## src/esbc_pkg.sv

```systemverilog
// ----------------------------------------------------------------------------
// esbc_pkg
// Shared types, constants and small tables for the epoch to BCD calendar unit.
// ----------------------------------------------------------------------------
package esbc_pkg;

    localparam int EPOCH_W  = 32;
    localparam int TZ_W     = 18;
    localparam int DAYS_W   = 16;
    localparam int SOD_W    = 17;   // seconds of day
    localparam int MSEC_W   = 12;   // seconds of hour
    localparam int WQ_W     = 13;   // whole weeks

    localparam logic [SOD_W-1:0]  SECS_PER_DAY  = 17'd86400;
    localparam logic [MSEC_W-1:0] SECS_PER_HOUR = 12'd3600;
    localparam logic [5:0]        SECS_PER_MIN  = 6'd60;
    localparam logic [2:0]        DAYS_PER_WEEK = 3'd7;

    // floor(x / d) = (x * ceil(2^s / d)) >> s over each operand range
    // days use (t >> 7) / 675 since 86400 = 128 * 675
    localparam int          DAY_PRE_SH    = 7;
    localparam logic [25:0] RECIP_DAY     = 26'd50903317;
    localparam int          RECIP_DAY_SH  = 35;
    localparam logic [16:0] RECIP_WEEK    = 17'd74899;
    localparam int          RECIP_WEEK_SH = 19;
    localparam logic [17:0] RECIP_HOUR    = 18'd149131;
    localparam int          RECIP_HOUR_SH = 29;
    localparam logic [12:0] RECIP_MIN     = 13'd4370;
    localparam int          RECIP_MIN_SH  = 18;

    localparam logic signed [TZ_W-1:0] TZ_RESET = 18'sd19800;

    localparam logic [2:0] BASE_WEEKDAY = 3'd4;
    localparam logic [3:0] BASE_TENS    = 4'd7;
    localparam logic [3:0] BASE_UNITS   = 4'd0;
    localparam logic [1:0] BASE_CENT    = 2'd0;   // 0 = 19xx, 1 = 20xx, 2 = 21xx
    localparam logic [1:0] BASE_Y4      = 2'd2;   // 1970 mod 4
    localparam logic [1:0] CENT_2000    = 2'd1;
    localparam logic [3:0] MONTH_LAST   = 4'd11;

    typedef struct packed {
        logic load;
        logic day_quo;
        logic day_rem;
        logic hour_quo;
        logic hour_rem;
        logic min_quo;
        logic min_rem;
        logic year_step;
        logic month_step;
        logic publish;
    } t_cmd;

    typedef struct packed {
        logic year_done;
        logic month_done;
    } t_status;

    function automatic logic [4:0] month_len(input logic [3:0] mon, input logic leap);
        logic [4:0] len;
        unique case (mon)
            4'd1:    len = leap ? 5'd29 : 5'd28;
            4'd3:    len = 5'd30;
            4'd5:    len = 5'd30;
            4'd8:    len = 5'd30;
            4'd10:   len = 5'd30;
            default: len = 5'd31;
        endcase
        return len;
    endfunction

    // two packed bcd digits of a value below 64
    function automatic logic [7:0] to_bcd(input logic [5:0] v);
        logic [5:0] tens;
        logic [5:0] units;
        tens = 6'd0;
        for (int k = 1; k <= 6; k++) begin
            if (v >= 6'(k * 10)) begin
                tens = 6'(k);
            end
        end
        units = v - 6'(tens * 6'd10);
        return {tens[3:0], units[3:0]};
    endfunction

endpackage

```

## src/esbc_ctrl.sv

```systemverilog
// ----------------------------------------------------------------------------
// esbc_ctrl
// Sequencer: three divisions, year walk, month walk, then output register load.
// ----------------------------------------------------------------------------
module esbc_ctrl (
    input  logic              i_clk,
    input  logic              i_rst_n,
    input  logic              i_in_valid,
    output logic              o_in_ready,
    output logic              o_out_valid,
    input  logic              i_out_ready,
    input  esbc_pkg::t_status i_status,
    output esbc_pkg::t_cmd    o_cmd
);

    localparam logic [3:0] S_IDLE  = 4'd0;
    localparam logic [3:0] S_DQUO  = 4'd1;
    localparam logic [3:0] S_DREM  = 4'd2;
    localparam logic [3:0] S_HQUO  = 4'd3;
    localparam logic [3:0] S_HREM  = 4'd4;
    localparam logic [3:0] S_MQUO  = 4'd5;
    localparam logic [3:0] S_MREM  = 4'd6;
    localparam logic [3:0] S_YEAR  = 4'd7;
    localparam logic [3:0] S_MONTH = 4'd8;
    localparam logic [3:0] S_OUT   = 4'd9;

    logic [3:0] r_state;
    logic [3:0] n_state;
    logic       r_out_valid;
    logic       n_out_valid;

    always_comb begin
        n_state = r_state;
        o_cmd   = '0;
        unique case (r_state)
            S_IDLE: begin
                if (i_in_valid) begin
                    o_cmd.load = 1'b1;
                    n_state    = S_DQUO;
                end
            end
            S_DQUO: begin
                o_cmd.day_quo = 1'b1;
                n_state       = S_DREM;
            end
            S_DREM: begin
                o_cmd.day_rem = 1'b1;
                n_state       = S_HQUO;
            end
            S_HQUO: begin
                o_cmd.hour_quo = 1'b1;
                n_state        = S_HREM;
            end
            S_HREM: begin
                o_cmd.hour_rem = 1'b1;
                n_state        = S_MQUO;
            end
            S_MQUO: begin
                o_cmd.min_quo = 1'b1;
                n_state       = S_MREM;
            end
            S_MREM: begin
                o_cmd.min_rem = 1'b1;
                n_state       = S_YEAR;
            end
            S_YEAR: begin
                if (!i_status.year_done) begin
                    o_cmd.year_step = 1'b1;
                end else begin
                    n_state = S_MONTH;
                end
            end
            S_MONTH: begin
                if (!i_status.month_done) begin
                    o_cmd.month_step = 1'b1;
                end else begin
                    n_state = S_OUT;
                end
            end
            S_OUT: begin
                // wait for the output slot to drain
                if (!r_out_valid || i_out_ready) begin
                    o_cmd.publish = 1'b1;
                    n_state       = S_IDLE;
                end
            end
            default: begin
                n_state = S_IDLE;
            end
        endcase
    end

    always_comb begin
        n_out_valid = r_out_valid;
        if (r_out_valid && i_out_ready) begin
            n_out_valid = 1'b0;
        end
        if (o_cmd.publish) begin
            n_out_valid = 1'b1;
        end
    end

    always_ff @(posedge i_clk) begin
        if (!i_rst_n) begin
            r_state     <= S_IDLE;
            r_out_valid <= 1'b0;
        end else begin
            r_state     <= n_state;
            r_out_valid <= n_out_valid;
        end
    end

    assign o_in_ready  = (r_state == S_IDLE);
    assign o_out_valid = r_out_valid;

endmodule

```

## src/esbc_dp.sv

```systemverilog
// ----------------------------------------------------------------------------
// esbc_dp
// Datapath: offset add, reciprocal dividers, year and month walkers,
// bcd conversion and output registers.
// ----------------------------------------------------------------------------
module esbc_dp (
    input  logic                                i_clk,
    input  logic                                i_rst_n,
    input  esbc_pkg::t_cmd                      i_cmd,
    output esbc_pkg::t_status                   o_status,
    input  logic                                i_cfg_valid,
    input  logic signed [esbc_pkg::TZ_W-1:0]    i_cfg_time_zone_offset,
    input  logic [esbc_pkg::EPOCH_W-1:0]        i_epoch_seconds,
    output logic [7:0]                          o_year_bcd,
    output logic [4:0]                          o_month_bcd,
    output logic [5:0]                          o_day_bcd,
    output logic [2:0]                          o_weekday,
    output logic [5:0]                          o_hour_bcd,
    output logic [6:0]                          o_minute_bcd,
    output logic [6:0]                          o_second_bcd,
    output logic                                o_range_error
);

    logic signed [esbc_pkg::TZ_W-1:0]   r_tz;
    logic [esbc_pkg::EPOCH_W-1:0]       r_t;
    logic [esbc_pkg::SOD_W-1:0]         r_sod;
    logic [esbc_pkg::MSEC_W-1:0]        r_msec;
    logic [esbc_pkg::WQ_W-1:0]          r_wq;
    logic [2:0]                         r_wd;
    logic [esbc_pkg::DAYS_W-1:0]        r_days;
    logic [4:0]                         r_hour;
    logic [5:0]                         r_minute;
    logic [5:0]                         r_second;
    logic [3:0]                         r_tens;
    logic [3:0]                         r_units;
    logic [1:0]                         r_cent;
    logic [1:0]                         r_y4;
    logic [3:0]                         r_mon;

    logic [50:0]                        day_prod;
    logic [32:0]                        week_prod;
    logic [34:0]                        hour_prod;
    logic [24:0]                        min_prod;
    logic [esbc_pkg::EPOCH_W-1:0]       day_base;
    logic [esbc_pkg::DAYS_W-1:0]        week_base;
    logic [esbc_pkg::SOD_W-1:0]         hour_base;
    logic [esbc_pkg::MSEC_W-1:0]        min_base;
    logic [2:0]                         wd_raw;
    logic [3:0]                         wd_sum;
    logic [2:0]                         wd_final;
    logic [esbc_pkg::EPOCH_W-1:0]       local_t;
    logic                               leap;
    logic [8:0]                         ylen;
    logic [4:0]                         mlen;
    logic                               range_bad;

    // quotients by reciprocal multiply, each remainder in the state after its quotient
    assign day_prod  = 51'(r_t[esbc_pkg::EPOCH_W-1:esbc_pkg::DAY_PRE_SH])
                     * 51'(esbc_pkg::RECIP_DAY);
    assign week_prod = 33'(r_days) * 33'(esbc_pkg::RECIP_WEEK);
    assign hour_prod = 35'(r_sod) * 35'(esbc_pkg::RECIP_HOUR);
    assign min_prod  = 25'(r_msec) * 25'(esbc_pkg::RECIP_MIN);

    assign day_base  = 32'(r_days) * 32'(esbc_pkg::SECS_PER_DAY);
    assign week_base = 16'(r_wq) * 16'(esbc_pkg::DAYS_PER_WEEK);
    assign hour_base = 17'(r_hour) * 17'(esbc_pkg::SECS_PER_HOUR);
    assign min_base  = 12'(r_minute) * 12'(esbc_pkg::SECS_PER_MIN);

    assign wd_raw   = 3'(r_days - week_base);
    assign wd_sum   = {1'b0, r_wd} + {1'b0, esbc_pkg::BASE_WEEKDAY};
    assign wd_final = (wd_sum >= {1'b0, esbc_pkg::DAYS_PER_WEEK})
                    ? 3'(wd_sum - {1'b0, esbc_pkg::DAYS_PER_WEEK}) : wd_sum[2:0];

    assign local_t = i_epoch_seconds
                   + {{(esbc_pkg::EPOCH_W - esbc_pkg::TZ_W){r_tz[esbc_pkg::TZ_W-1]}}, r_tz};

    // century years are leap only for 2000
    assign leap = (r_y4 == 2'd0)
                && ((r_tens != 4'd0) || (r_units != 4'd0) || (r_cent == esbc_pkg::CENT_2000));
    assign ylen = leap ? 9'd366 : 9'd365;
    assign mlen = esbc_pkg::month_len(r_mon, leap);
    assign range_bad = (r_tens == 4'd0) && (r_units < 4'd4);

    assign o_status.year_done  = (r_days < {7'd0, ylen});
    assign o_status.month_done = (r_mon == esbc_pkg::MONTH_LAST)
                               || (r_days < {11'd0, mlen});

    always_ff @(posedge i_clk) begin
        if (!i_rst_n) begin
            r_tz <= esbc_pkg::TZ_RESET;
        end else begin
            if (i_cfg_valid) begin
                r_tz <= i_cfg_time_zone_offset;
            end
        end
    end

    always_ff @(posedge i_clk) begin
        if (i_cmd.load) begin
            r_t     <= local_t;
            r_tens  <= esbc_pkg::BASE_TENS;
            r_units <= esbc_pkg::BASE_UNITS;
            r_cent  <= esbc_pkg::BASE_CENT;
            r_y4    <= esbc_pkg::BASE_Y4;
            r_mon   <= '0;
        end
        if (i_cmd.day_quo) begin
            r_days <= 16'(day_prod >> esbc_pkg::RECIP_DAY_SH);
        end
        if (i_cmd.day_rem) begin
            r_sod <= 17'(r_t - day_base);
            r_wq  <= 13'(week_prod >> esbc_pkg::RECIP_WEEK_SH);
        end
        if (i_cmd.hour_quo) begin
            r_hour <= 5'(hour_prod >> esbc_pkg::RECIP_HOUR_SH);
            r_wd   <= wd_raw;
        end
        if (i_cmd.hour_rem) begin
            r_msec <= 12'(r_sod - hour_base);
            r_wd   <= wd_final;
        end
        if (i_cmd.min_quo) begin
            r_minute <= 6'(min_prod >> esbc_pkg::RECIP_MIN_SH);
        end
        if (i_cmd.min_rem) begin
            r_second <= 6'(r_msec - min_base);
        end
        if (i_cmd.year_step) begin
            r_days <= r_days - {7'd0, ylen};
            r_y4   <= r_y4 + 2'd1;
            if (r_units == 4'd9) begin
                r_units <= 4'd0;
                if (r_tens == 4'd9) begin
                    r_tens <= 4'd0;
                    r_cent <= r_cent + 2'd1;
                end else begin
                    r_tens <= r_tens + 4'd1;
                end
            end else begin
                r_units <= r_units + 4'd1;
            end
        end
        if (i_cmd.month_step) begin
            r_days <= r_days - {11'd0, mlen};
            r_mon  <= r_mon + 4'd1;
        end
        if (i_cmd.publish) begin
            o_year_bcd    <= {r_tens, r_units};
            o_month_bcd   <= 5'(esbc_pkg::to_bcd({2'd0, r_mon} + 6'd1));
            o_day_bcd     <= 6'(esbc_pkg::to_bcd({1'b0, r_days[4:0]} + 6'd1));
            o_weekday     <= r_wd;
            o_hour_bcd    <= 6'(esbc_pkg::to_bcd({1'b0, r_hour}));
            o_minute_bcd  <= 7'(esbc_pkg::to_bcd(r_minute));
            o_second_bcd  <= 7'(esbc_pkg::to_bcd(r_second));
            o_range_error <= range_bad;
        end
    end

endmodule

```

## src/epoch_seconds_to_bcd_calendar_unit.sv

```systemverilog
// ----------------------------------------------------------------------------
// epoch_seconds_to_bcd_calendar_unit
// Converts seconds since 1970 plus a time-zone offset into packed bcd date,
// time of day and weekday.
// ----------------------------------------------------------------------------
// Usage:
//   input channel  i_in_valid / o_in_ready carries i_epoch_seconds
//   output channel o_out_valid / i_out_ready carries the bcd calendar fields
//   config channel i_cfg_valid / o_cfg_ready writes the signed offset and is
//   always ready; user must write it only while idle, which is not enforced
// Sequence: load, reciprocal division (quotient then remainder for days,
//   hours and minutes, weekday alongside), a walk over the years from
//   1970, a walk over the months, then the output load; the time per item
//   is set mostly by the year walker.
// One item is in work at a time; the next transfer is taken once the
//   previous result has moved to the output register, so an item can be
//   in work while an earlier result waits there.
// If the receiver stalls, the finished item waits in the sequencer until
//   the output register frees up; no input is taken meanwhile.
// Reset clears the sequencer and output valid and restores the offset
//   to +19800 seconds.
// ----------------------------------------------------------------------------
module epoch_seconds_to_bcd_calendar_unit (
    input  logic                                i_clk,
    input  logic                                i_rst_n,
    input  logic                                i_in_valid,
    output logic                                o_in_ready,
    input  logic [esbc_pkg::EPOCH_W-1:0]        i_epoch_seconds,
    output logic                                o_out_valid,
    input  logic                                i_out_ready,
    output logic [7:0]                          o_year_bcd,
    output logic [4:0]                          o_month_bcd,
    output logic [5:0]                          o_day_bcd,
    output logic [2:0]                          o_weekday,
    output logic [5:0]                          o_hour_bcd,
    output logic [6:0]                          o_minute_bcd,
    output logic [6:0]                          o_second_bcd,
    output logic                                o_range_error,
    input  logic                                i_cfg_valid,
    output logic                                o_cfg_ready,
    input  logic signed [esbc_pkg::TZ_W-1:0]    i_cfg_time_zone_offset
);

    esbc_pkg::t_cmd    cmd;
    esbc_pkg::t_status status;

    assign o_cfg_ready = 1'b1;

    esbc_ctrl u_ctrl (
        .i_clk       (i_clk),
        .i_rst_n     (i_rst_n),
        .i_in_valid  (i_in_valid),
        .o_in_ready  (o_in_ready),
        .o_out_valid (o_out_valid),
        .i_out_ready (i_out_ready),
        .i_status    (status),
        .o_cmd       (cmd)
    );

    esbc_dp u_dp (
        .i_clk                  (i_clk),
        .i_rst_n                (i_rst_n),
        .i_cmd                  (cmd),
        .o_status               (status),
        .i_cfg_valid            (i_cfg_valid),
        .i_cfg_time_zone_offset (i_cfg_time_zone_offset),
        .i_epoch_seconds        (i_epoch_seconds),
        .o_year_bcd             (o_year_bcd),
        .o_month_bcd            (o_month_bcd),
        .o_day_bcd              (o_day_bcd),
        .o_weekday              (o_weekday),
        .o_hour_bcd             (o_hour_bcd),
        .o_minute_bcd           (o_minute_bcd),
        .o_second_bcd           (o_second_bcd),
        .o_range_error          (o_range_error)
    );

`ifndef SYNTHESIS
    a_publish_slot_free: assert property (@(posedge i_clk) disable iff (!i_rst_n)
        cmd.publish |-> (!o_out_valid || i_out_ready))
        else $error("result loaded over an untaken output");

    a_publish_sets_valid: assert property (@(posedge i_clk) disable iff (!i_rst_n)
        cmd.publish |=> o_out_valid)
        else $error("output valid missing after result load");

    a_one_in_flight: assert property (@(posedge i_clk) disable iff (!i_rst_n)
        (i_in_valid && o_in_ready) |=> !o_in_ready)
        else $error("input taken while an item is in work");

    a_out_held: assert property (@(posedge i_clk) disable iff (!i_rst_n)
        (o_out_valid && !i_out_ready) |=> (o_out_valid && $stable(o_year_bcd)))
        else $error("output dropped or changed while stalled");
`endif

endmodule
```

## config.mk

```make
export PLATFORM = sky130hd
export DESIGN_NAME = epoch_seconds_to_bcd_calendar_unit
export DESIGN_NICKNAME = d
export VERILOG_FILES = /design/src/esbc_pkg.sv /design/src/esbc_ctrl.sv /design/src/esbc_dp.sv /design/src/epoch_seconds_to_bcd_calendar_unit.sv
export SDC_FILE = /design/constraint.sdc
export NUM_CORES = 1
export LEC_CHECK = 0
export BUFFER_PORTS_ARGS = -buffer_cell sky130_fd_sc_hd__buf_2
export CAP_MARGIN = 0
export CORE_ASPECT_RATIO = 1.2
export CORE_UTILIZATION = 55
export CTS_CLUSTER_SIZE = 14
export DETAILED_ROUTE_END_ITERATION = 16
export HOLD_SLACK_MARGIN = 0.02
export PLACE_DENSITY = 0.72
export SLEW_MARGIN = 10
export SYNTH_ARGS = -nofsm -noshare
export SYNTH_HDL_FRONTEND = slang
export SYNTH_HIERARCHICAL = 1
export SYNTH_SLANG_ARGS = --single-unit
```

## constraint.sdc

```tcl
create_clock -name i_clk -period 18.8 [get_ports i_clk]
set_input_delay 2.82 -clock i_clk [delete_from_list [all_inputs] [get_ports i_clk]]
set_output_delay 2.82 -clock i_clk [all_outputs]
set_load 0.05 [all_outputs]
```

# == After elaboration in Yosys (flattened, before gate mapping) ==
# Cells that the tools add are included.
# totals
out_inout_bits,46
word_cells,214
inputBits,55
ff_bits,192
# op_classes
eq_ne,22
n_mux,79
n_lt_le_gt_ge,34
reduce_logical,20
multipliers,13
n_addsub,21
# ops
cell,n
$ge 6x6->1 const B,9
$mux 3,18
$mul 25x26->51 const B,1
$mux 16,3
$mux 4,12
$pmux 4 s10,1
$ge 5x6->1 const B,6
$ge 6x5->1 const B,6
$mul 17x18->34 const B,1
$mux 2,17
$add 32x32->32,1
$mul 16x17->32 const B,1
$mul 6x3->3 const B,5
$mux 6,5
$eq 4x4->1 const B,7
$mul 12x12->23 const B,1
$mux 1,22
$eq 4x3->1 const B,5
$ge 5x5->1 const B,4
$sub 4x4->4,5
$ge 6x4->1 const B,3
$sub 17x17->17,1
$lt 16x5->1,1
$lt 16x9->1,1
other kinds (34),53

# == Depth between registers and ports, before layout ==
# Gate-level depths: netlist of the first run.
# logic_depth
depth_word,11
mapped_depth,25
ltp_nobuf,25

# == Hierarchy ==
# Netlist of the first run, hierarchy kept.
# modules_own_cells
module,area_each_um2,instances,cells_each
esbc_dp,28169.5,1,2742
esbc_ctrl,409.1,1,47
epoch_seconds_to_bcd_calendar_unit,11.3,1,2

# == Worst setup path before layout of the first run ==
# Ideal clock, no wire load.
# synth_timing
kind,flip-flop to flip-flop
from,register u_dp/r_t[12] (netlist bit)
to,"register u_dp/r_days[13] (netlist bit), data pin"
stages_incl_launch_ff,24
period_less_slack_ps,6365
arrival_time_ps,6109
setup_ps,256
slack_ps,12435
n_path_buf,0
t_required_ps,18544
path_cell_list,edfxtp_1 > inv_1 > ha_1 > inv_1 > fa_1 > ha_1 > inv_1 > fa_1 > inv_1 > fa_1 > fa_1 > inv_1 > fa_1 > inv_1 > ha_1 > and3_1 > nand3_1 > or3_1 > o311ai_2 > o211ai_2 > a31oi_1 > a21oi_1 > xnor2_1 > a22o_1
# synth_via
elab_chain_cells,4
# synth_lines
element,line_no,text
start: declaration,esbc_dp.sv:25,logic [esbc_pkg::EPOCH_W-1:0] r_t;
start signal: assignment,esbc_dp.sv:100,r_t <= local_t;
$mul 25x26->51,esbc_dp.sv:59,* 51'(esbc_pkg::RECIP_DAY);
$mux 16,esbc_dp.sv:107,if (i_cmd.day_quo) begin
$mux 16,esbc_dp.sv:128,if (i_cmd.year_step) begin
$mux 16,esbc_dp.sv:143,if (i_cmd.month_step) begin
end signal: assignment,esbc_dp.sv:108,r_days <= 16'(day_prod >> esbc_pkg::RECIP_DAY_SH);
end signal: assignment,esbc_dp.sv:129,"r_days <= r_days - {7'd0, ylen};"
end signal: assignment,esbc_dp.sv:144,"r_days <= r_days - {11'd0, mlen};"
end: declaration,esbc_dp.sv:30,logic [esbc_pkg::DAYS_W-1:0] r_days;
# Every way passes these cells. The select of a mux whose other input is x is not followed.
# A chain may end at the register's enable or synchronous reset.

# == Worst setup path after layout of the first run ==
# layout_timing
from,register u_dp/r_t[12] (netlist bit)
to,"register u_dp/r_days[14] (netlist bit), data pin"
# The elaborated chain is that of the path after synthesis.

==> key figures, run 1 <==
Clock network
  – Clock sinks: 182
  – CTS tree: yes
  – H-tree Lvls: 4
  – Post-cts sizing count: 0
  – Clk buf depth: 2
  – CTS buffer count: 17
  – # hold bufs at CTS: 0
  – Clock Latency Late Sink: 0.49 ns
  – Clk slew on worst S/H paths: 0.09 ns
  – # Post-CTS Setup Buffers: 0
  – Root Driver: clkbuf_16

Drt
  – DR vias/cell: 5.386
  – DRT antenna net count: 0
  – Routed length per instance: 17.17 µm
  – Routed WL: 61.80 mm
  – DRC errors left: 0
  – Pre-Repair DR Iteration Count: 5
  – Iter 0 DRT Violations: 815
  – Routed via count: 19,380

Yosys
  – Syn Nets: 3,855
  – Cell with the most instances after synthesis: ha_1
  – Ys Warns: 6
  – Post-synthesis async set-or-reset flop share: 0%
  – Sequential share of the synthesized area: 18.10%
  – Top cells by area, synth: ha_1 (31%), fa_1 (22%), edfxtp_1 (16%)
  – Post-synth EDFFs: 153
  – Area of the mapped netlist: 28,590 µm²
  – Synth Flop Type: edfxtp_1
  – Post-synth cell types: 85
  – Yosys reg bits: 182
  – Largest area contributor in the netlist: ha_1
  – Mapped Cells: 2,791
  – Share of the synthesized area in the top cell type: 30.50%
  – Mapped Avg Cell Area: 10.24 µm²
  – Synth top cells by count: ha_1 (697), inv_1 (675), fa_1 (312), edfxtp_1 (153), a21oi_1 (119)

Placed design
  – Cells after DPL: 3,567
  – Dpl cell area: 29,890 µm²
  – Port bufs: 99
  – Final GP Congestion: 0.9402
  – DP HPWL: 53.32 mm

Finish
  – Area delta synth->final: 6.621%
  – Fin nets: 3,953
  – Layout cells sized above 1: 5.720%
  – Antenna fix cells: 0
  – Fin cells: 3,599
  – Finished Cell Area: 30,480 µm²

Global routing
  – Total GRT Usage: 24.46%
  – GRT overflow: 0
  – Vias in the first global route: 21,030
  – First-pass GRT wire length: 101.8 mm
  – Largest net degree at the start of global routing: 41
  – Initial antenna violation count: 0

Floorplan
  – Die area: 52,900 µm²
  – Initial Util: 55.68%
  – IO Pins: 101
  – Die height: 251.8 µm
  – Chip width: 210.1 µm
  – Core ar.: 51,350 µm²
  – FP Rows: 91

Timing
  – Post-layout minimum cycle time: 7.040 ns
  – RSZ-0062 raised after global routing: false
  – Final Max Tran Viols: 0
  – Period utilization: 37.44%
  – Fmax: 142.1 MHz
  – Rel. slew slack: 30.59%
  – Worst-margin pin slew: 1.041 ns
  – Final Hold Fails: 0
  – Hold WS: 0.4223 ns
  – Worst Clk Skew: 0.01424 ns
  – Setup TNS: 0 ns
  – Setup Viol. Count Final: 0

Hold path
  – Worst Hold Class: reg -> reg

Setup path
  – Worst Setup End Kind: register
  – Type of origin of the critical path: register
  – Critical Path AT: 7.29 ns
  – Crit Path Max Fanout: 12
  – Slowest cell on the critical path: edfxtp_1
  – WP data required: 19.05 ns
  – CP Cell Sequence: inv_1 -> ha_1 -> inv_1 -> fa_1 -> ha_1 -> inv_1 -> fa_1 -> inv_1 -> fa_1 -> fa_1 -> inv_1 -> fa_1 -> inv_1 -> ha_1 -> and3_1 -> nand3_1 -> or3_1 -> o311ai_2 -> o211ai_2 -> a31oi_1 -> a31oi_1 -> xnor2_1 -> a21o_1
  – CP peak stage delay: 0.77 ns
  – Kind of critical path: reg -> reg
  – Most used cell, CP: inv_1

Run status
  – Status: finished, final reports clean

Job
  – Total of max-cap violations: 0
-- routing by layer --
layer / share of wire, % / track usage, % / wire length (µm) / vias to the layer above
li1: - / - / - / 9456
met1: 41 / 27.83 / 25430 / 9464
met2: 53 / 46.55 / 32890 / 359
met3: 2.5 / 2.701 / 1516 / 105
met4: 3.2 / 9.030 / 1968 / 0
met5: 0 / 0 / 0 / -
-- cell usage in the layout (no fill, tap or decap), types with 5 or more instances in the layout --
cell type / count
nor3_1: 18
and2_1: 8
nand2b_1: 19
a2111oi_0: 5
a21o_1: 55
a311oi_1: 6
buf_2: 99
dfxtp_1: 29
or3_1: 5
nand4_1: 10
o21ai_0: 78
a22o_1: 5
inv_1: 675
a211oi_1: 12
o221ai_1: 5
and3_1: 15
o21bai_1: 13
a221oi_1: 5
buf_4: 5
o31ai_1: 8
nor3b_1: 6
mux2i_1: 25
o21a_1: 17
o22ai_1: 6
clkbuf_16: 17
nor2_1: 71
or2_2: 7
nor2b_1: 31
nand3_1: 44
fa_1: 312
clkinv_4: 5
a31oi_1: 9
nand2_1: 80
ha_1: 697
edfxtp_1: 153
xnor2_1: 91
o211ai_1: 11
xor2_1: 35
a21oi_1: 119
nand3b_1: 7
-- path summary, 6_finish.rpt --
| path | slack, ns | startpoint | end | depth (start not counted) |
|---|---|---|---|---|
| worst max register to register | 11.76 | u_dp/r_t[12] | u_dp/r_days[14] | 23 |
| worst min register to register | 0.42 | u_dp/r_second[0] | u_dp/o_second_bcd[0] | 0 |
| worst min-delay path | 0.42 | u_dp/r_second[0] | u_dp/o_second_bcd[0] | 0 |
| worst max-delay path | 11.76 | u_dp/r_t[12] | u_dp/r_days[14] | 23 |
-- layout make-up --
class	count	area, µm²
clock buffers	17	425.4
repair buffers	104	533.0
inverters	676	2537
well taps	697	872.1
multi-input cells	1908	20770
clock inverters	15	167.7
fillers	4304	20870
flip-flops and latches	182	5175
-- critical path: cells and delay by family (launching register included) --
family / cells / cell delay (ns)
and+or+nand+nor: 3 / 0.74
AOI/OAI and AO/OA: 5 / 1.14
xor gates and xnor gates: 1 / 0.14
adders and majority gates: 8 / 3.52
buffers and inverters: 6 / 0.47
DFF: 1 / 0.77
-- logic make-up after synthesis --
kind of cell / Yosys count / share of synthesized area (%)
adders and majority gates: 1011 / 52.42
buffers and inverters: 701 / 9.322
AOI/OAI and AO/OA: 397 / 9.072
and+or+nand+nor: 346 / 6.258
DFF: 182 / 18.10
xor gates and xnor gates: 126 / 3.860
muxes: 27 / 0.9540
other: 1 / 0.01312
-- stage by stage --
stage	util, %	setup slack [ns]
after floorplan	-	12.43
after global placement	58.21	11.87
after detailed placement	58.21	11.74
after CTS	59.36	11.75
after global routing	59.36	11.43
final	59.36	11.76
-- registers in the layout, indices dropped and copies added (netlist names), 7 cells and up --
register / cells
u_dp/r_sod: 17
u_dp/r_msec: 12
u_dp/r_days: 16
u_dp/o_minute_bcd: 7
u_dp/o_year_bcd: 8
u_dp/r_t: 32
u_dp/o_second_bcd: 7
u_dp/r_tz: 18
Power of run 1 is not shown: default switching activity piles up to over one toggle a cycle in this logic, so the estimate is an artifact.
==> inputs of run 2 (changes only) <==
==> constraint.sdc (replaced) <==
create_clock -name i_clk -period 6.85 [get_ports i_clk]
set_input_delay 1.0275 -clock i_clk [delete_from_list [all_inputs] [get_ports i_clk]]
set_output_delay 1.0275 -clock i_clk [all_outputs]
set_load 0.05 [all_outputs]
==> key figures, run 2 (same netlist as run 1, synthesis figures left out) <==
Run status
  – Status: finished, final reports clean

Global routing
  – GRT overflow: 0
  – Largest net degree at the start of global routing: 44
  – First-pass GRT wire length: 104.1 mm
  – Initial antenna violation count: 0
  – Vias in the first global route: 21,250
  – Total GRT Usage: 25.16%

Drt
  – Pre-Repair DR Iteration Count: 5
  – DR vias/cell: 5.406
  – Routed length per instance: 17.51 µm
  – Routed WL: 63.58 mm
  – DRC errors left: 0
  – Routed via count: 19,630
  – Iter 0 DRT Violations: 927
  – DRT antenna net count: 0

Setup path
  – R2R depth: 21
  – FF-to-FF Start: u_dp/r_t[11]
  – Reg2Reg Setup Slack: 0.24 ns
  – CP Cell Sequence: fa_1 -> inv_1 -> fa_1 -> inv_1 -> ha_1 -> fa_1 -> inv_1 -> fa_1 -> fa_1 -> inv_1 -> fa_1 -> ha_1 -> and3_1 -> nand3_1 -> or3_1 -> o311ai_2 -> o211ai_2 -> a31oi_1 -> a41oi_1 -> xnor2_1 -> o22ai_1
  – Most used cell, CP: fa_1
  – Slowest cell on the critical path: fa_1
  – Type of origin of the critical path: register
  – R2r endpoint: u_dp/r_days[15]
  – CP peak stage delay: 0.57 ns
  – Worst Setup End Kind: register
  – Crit Path Max Fanout: 6
  – Critical Path AT: 6.85 ns
  – WP data required: 7.10 ns
  – Kind of critical path: reg -> reg

Hold path
  – Worst Hold Depth: 0
  – Hold_sp: u_dp/r_t[1]
  – Worst Hold Class: reg -> reg
  – Hold Path Sink: u_dp/r_sod[1]

Placed design
  – DP HPWL: 54.67 mm
  – Cells after DPL: 3,591
  – Port bufs: 99
  – Final GP Congestion: 0.9643

Finish
  – Area delta synth->final: 7.737%
  – Max FFs per register: 32
  – Top reg by flops: u_dp/r_t
  – Commonest cells after routing, fill and taps aside: ha_1 (697), inv_1 (675), fa_1 (312)
  – Commonest non-fill, non-tap cell in the layout: ha_1
  – Largest regs: u_dp/r_t (32), u_dp/r_tz (18), u_dp/r_sod (17)
  – Fin nets: 3,986
  – Layout cells sized above 1: 6.917%
  – Antenna fix cells: 0
  – Fin cells: 3,632
  – Fin util: 59.98%

Timing
  – Final Hold Fails: 0
  – RSZ-0062 raised after global routing: true
  – Post-layout minimum cycle time: 6.608 ns
  – Worst Clk Skew: 0.01354 ns
  – Rel. slew slack: 26.38%
  – Hold WS: 0.4269 ns
  – Worst-margin pin slew: 1.104 ns
  – Period utilization: 96.47%
  – Final Max Tran Viols: 0
  – Setup TNS: 0 ns
  – Setup Viol. Count Final: 0
  – Fmax: 151.3 MHz

Floorplan
  – Die height: 251.8 µm
  – Initial Util: 55.68%
  – Chip width: 210.1 µm
  – IO Pins: 101
  – Core ar.: 51,350 µm²
  – Die area: 52,900 µm²
  – FP Rows: 91

Clock network
  – Clock Latency Late Sink: 0.49 ns
  – Clock sinks: 182
  – CTS buffer count: 17
  – # hold bufs at CTS: 0
  – Root Driver: clkbuf_16
  – H-tree Lvls: 4
  – Clk slew on worst S/H paths: 0.08 ns
  – Clk buf depth: 2
  – CTS tree: yes

Job
  – Total of max-cap violations: 0
## run 2: cell types whose count changed in the layout (fill, tap and decap cells not counted), moves of 2 or more
cell      change
inv_8         +2
a21oi_1       -2
inv_16        +2
buf_4        +33
clkinv_4      -5
a21oi_2       +2
inv_12        +2
## run 2: worst max path at each step
stage,startpoint,to,slack [ns],cells after the start
after CTS,u_dp/r_t[26],u_dp/r_days[4],0.12,21
after global routing,u_dp/r_t[11],u_dp/r_days[15],-0.07,21
after global placement,u_dp/r_t[26],u_dp/r_days[4],0.29,21
final,u_dp/r_t[11],u_dp/r_days[15],0.24,21
after detailed placement,u_dp/r_t[26],u_dp/r_days[4],0.11,21
after floorplan,u_dp/r_t[12],u_dp/r_days[13],0.48,23
## run 2: final cells by class
class	count	area [µm²]
fill	4273	20550
clock inverter	15	226.5
multi-input combinational	1908	20780
sequential	182	5175
clock buffer	17	425.4
inverter	676	2537
timing repair buffer	137	780.7
tap	697	872.1
## run 2: stage by stage
step	cell area (µm²)	setup slack [ns]
finish	30800	0.2416
floorplan	28590	0.4848
detailed placement	30070	0.1093
CTS	30720	0.1201
global route	30800	-0.07409
global placement	30070	0.2851
## run 2: layer usage
layer | wire (µm) | vias to the layer above | GRT usage [%]
met5 | 0 | - | 0
met2 | 33880 | 424 | 47.85
met4 | 2035 | 0 | 9.030
met3 | 1921 | 115 | 2.863
met1 | 25750 | 9573 | 28.71
li1 | - | 9522 | -
## run 2: repair_timing
action,in CTS,in global routing
endpoints found under the setup margin,0,7
setup buffers,0,9
gates resized for setup,0,3
## run 2: critical path: cells and delay by family (launching register included)
family,cells,cell delay (ns)
compound gates,5,1.05
xor+xnor,1,0.17
fa+ha+maj,8,3.64
buf+inv,4,0.19
flops,1,0.51
simple gates,3,0.78
Power of run 2 is left out for the same reason.
==> inputs of run 3 (changes only) <==
--- a/config.mk
+++ b/config.mk
@@ -8,12 +8,12 @@
 export BUFFER_PORTS_ARGS = -buffer_cell sky130_fd_sc_hd__buf_2
 export CAP_MARGIN = 0
 export CORE_ASPECT_RATIO = 1.2
+export CORE_MARGIN = 3
 export CORE_UTILIZATION = 55
 export CTS_CLUSTER_SIZE = 14
 export DETAILED_ROUTE_END_ITERATION = 16
 export HOLD_SLACK_MARGIN = 0.02
 export PLACE_DENSITY = 0.72
-export SLEW_MARGIN = 10
 export SYNTH_ARGS = -nofsm -noshare
 export SYNTH_HDL_FRONTEND = slang
 export SYNTH_HIERARCHICAL = 1
==> key figures, run 3 (same netlist as run 1, synthesis figures left out) <==
Setup path
  – WP data required: 7.08 ns
  – Worst Setup End Kind: register
  – Crit Path Max Fanout: 8
  – Type of origin of the critical path: register
  – Kind of critical path: reg -> reg
  – R2R depth: 20
  – Critical Path AT: 6.84 ns

Clock network
  – H-tree Lvls: 4
  – CTS tree: yes
  – Root Driver: clkbuf_16
  – Clock Latency Late Sink: 0.49 ns
  – Clk slew on worst S/H paths: 0.09 ns
  – Clock sinks: 182
  – Clk buf depth: 2
  – CTS buffer count: 17

Timing
  – Period utilization: 96.48%
  – Fmax: 151.3 MHz
  – Post-layout minimum cycle time: 6.609 ns
  – Final Max Tran Viols: 0
  – Setup Viol. Count Final: 0
  – Worst-margin pin slew: 1.086 ns
  – Rel. slew slack: 27.59%
  – Final Hold Fails: 0
  – Worst Clk Skew: 0.01678 ns
  – PnR worst setup slack: 0.2409 ns

Global routing
  – Vias in the first global route: 21,260
  – Initial antenna violation count: 0
  – GRT overflow: 0
  – First-pass GRT wire length: 105.6 mm
  – Largest net degree at the start of global routing: 44
  – Total GRT Usage: 24.01%

Drt
  – Routed via count: 19,550
  – Iter 0 DRT Violations: 892
  – DR vias/cell: 5.391
  – DRC errors left: 0
  – Pre-Repair DR Iteration Count: 5
  – Routed WL: 64.01 mm
  – DRT antenna net count: 0
  – Routed length per instance: 17.65 µm

Run status
  – Status: finished, final reports clean

Finish
  – Area delta synth->final: 7.768%
  – Fill cells: 4,147
  – Commonest cells after routing, fill and taps aside: ha_1 (696), inv_1 (675), fa_1 (312)
  – Antenna fix cells: 0
  – Commonest non-fill, non-tap cell in the layout: ha_1
  – Layout cells sized above 1: 7.153%
  – Fin nets: 3,987
  – Top reg by flops: u_dp/r_t
  – Largest regs: u_dp/r_t (32), u_dp/r_tz (18), u_dp/r_sod (17)
  – Max FFs per register: 32

Hold path
  – Worst Hold Depth: 0
  – Worst Hold Class: reg -> reg

Floorplan
  – IO Pins: 101
  – Core ar.: 50,790 µm²
  – Die area: 54,760 µm²
  – Die height: 255.8 µm
  – Initial Util: 56.29%
  – FP Rows: 90
  – Chip width: 214.1 µm

Placed design
  – Final GP Congestion: 0.9469
  – Port bufs: 99
  – Placement Setup Slack: 0.1253 ns
  – DP HPWL: 55.36 mm

Job
  – Total of max-cap violations: 0
-- run 3: changes by cell type in the layout (fill, tap and decap cells not counted), moves of 2 or more --
| cell | delta |
|---|---|
| inv_12 | -2 |
| inv_16 | -2 |
| a31oi_2 | +2 |
| nor3_2 | +2 |
| a31oi_1 | -2 |
| nor3_1 | -2 |
-- run 3: timing repair --
action | in CTS | in global routing
hold buffers | 0 | 0
buffers inserted | 0 | 6
setup endpoints to repair | 0 | 6
resized for setup | 0 | 10
-- run 3: final timing paths --
| kind | startpoint | endpoint | slack [ns] |
|---|---|---|---|
| max | u_dp/r_t[27] | u_dp/r_days[15] | 0.24 |
| min | u_dp/r_t[6] | u_dp/r_sod[6] | 0.43 |
| max reg2reg | u_dp/r_t[27] | u_dp/r_days[15] | 0.24 |
| min reg2reg | u_dp/r_t[6] | u_dp/r_sod[6] | 0.43 |
-- run 3: cell type report --
type                       count  area [µm²]  share of cell area, %
clock buffer                  17       425.4                  1.381
sequential                   182        5175                  16.80
clock inverter                15       195.2                 0.6335
timing repair buffer         138       788.3                  2.558
multi-input combinational   1908       20830                  67.59
tap                          690       863.3                  2.802
inverter                     676        2537                  8.236
-- run 3: per-layer routing --
layer	up-vias	GRT usage, %	wire length [µm]
met2	337	45.36	33710
met3	124	2.968	1667
met5	-	0	0
li1	9523	-	-
met4	0	9.096	2273
met1	9565	27.64	26360
-- run 3: critical path, stage by stage, from the launching register on --
cell	delay, ns
edfxtp_1	0.55
fa_1	0.52
ha_1	0.30
inv_1	0.06
fa_1	0.51
fa_1	0.56
inv_1	0.06
fa_1	0.53
inv_1	0.06
fa_1	0.53
inv_1	0.05
fa_1	0.48
ha_2	0.39
nand4_1	0.13
or3_1	0.46
o311ai_4	0.29
o211ai_2	0.18
a31oi_2	0.25
a41oi_1	0.16
xnor2_1	0.18
o22ai_1	0.10
-- run 3: through the flow --
stage,std cells,area [µm²],hold slack [ns],setup TNS (ns),utilization [%]
after floorplan,2791,28590,0.4003,0,-
after global placement,3588,30090,0.4002,0,59.25
after detailed placement,3588,30090,0.4056,0,59.25
after CTS,3620,30710,0.4243,0,60.47
after global routing,3626,30810,0.4457,-0.02270,60.67
final,3626,30810,0.4286,0,60.67
Power of run 3 is left out for the same reason.
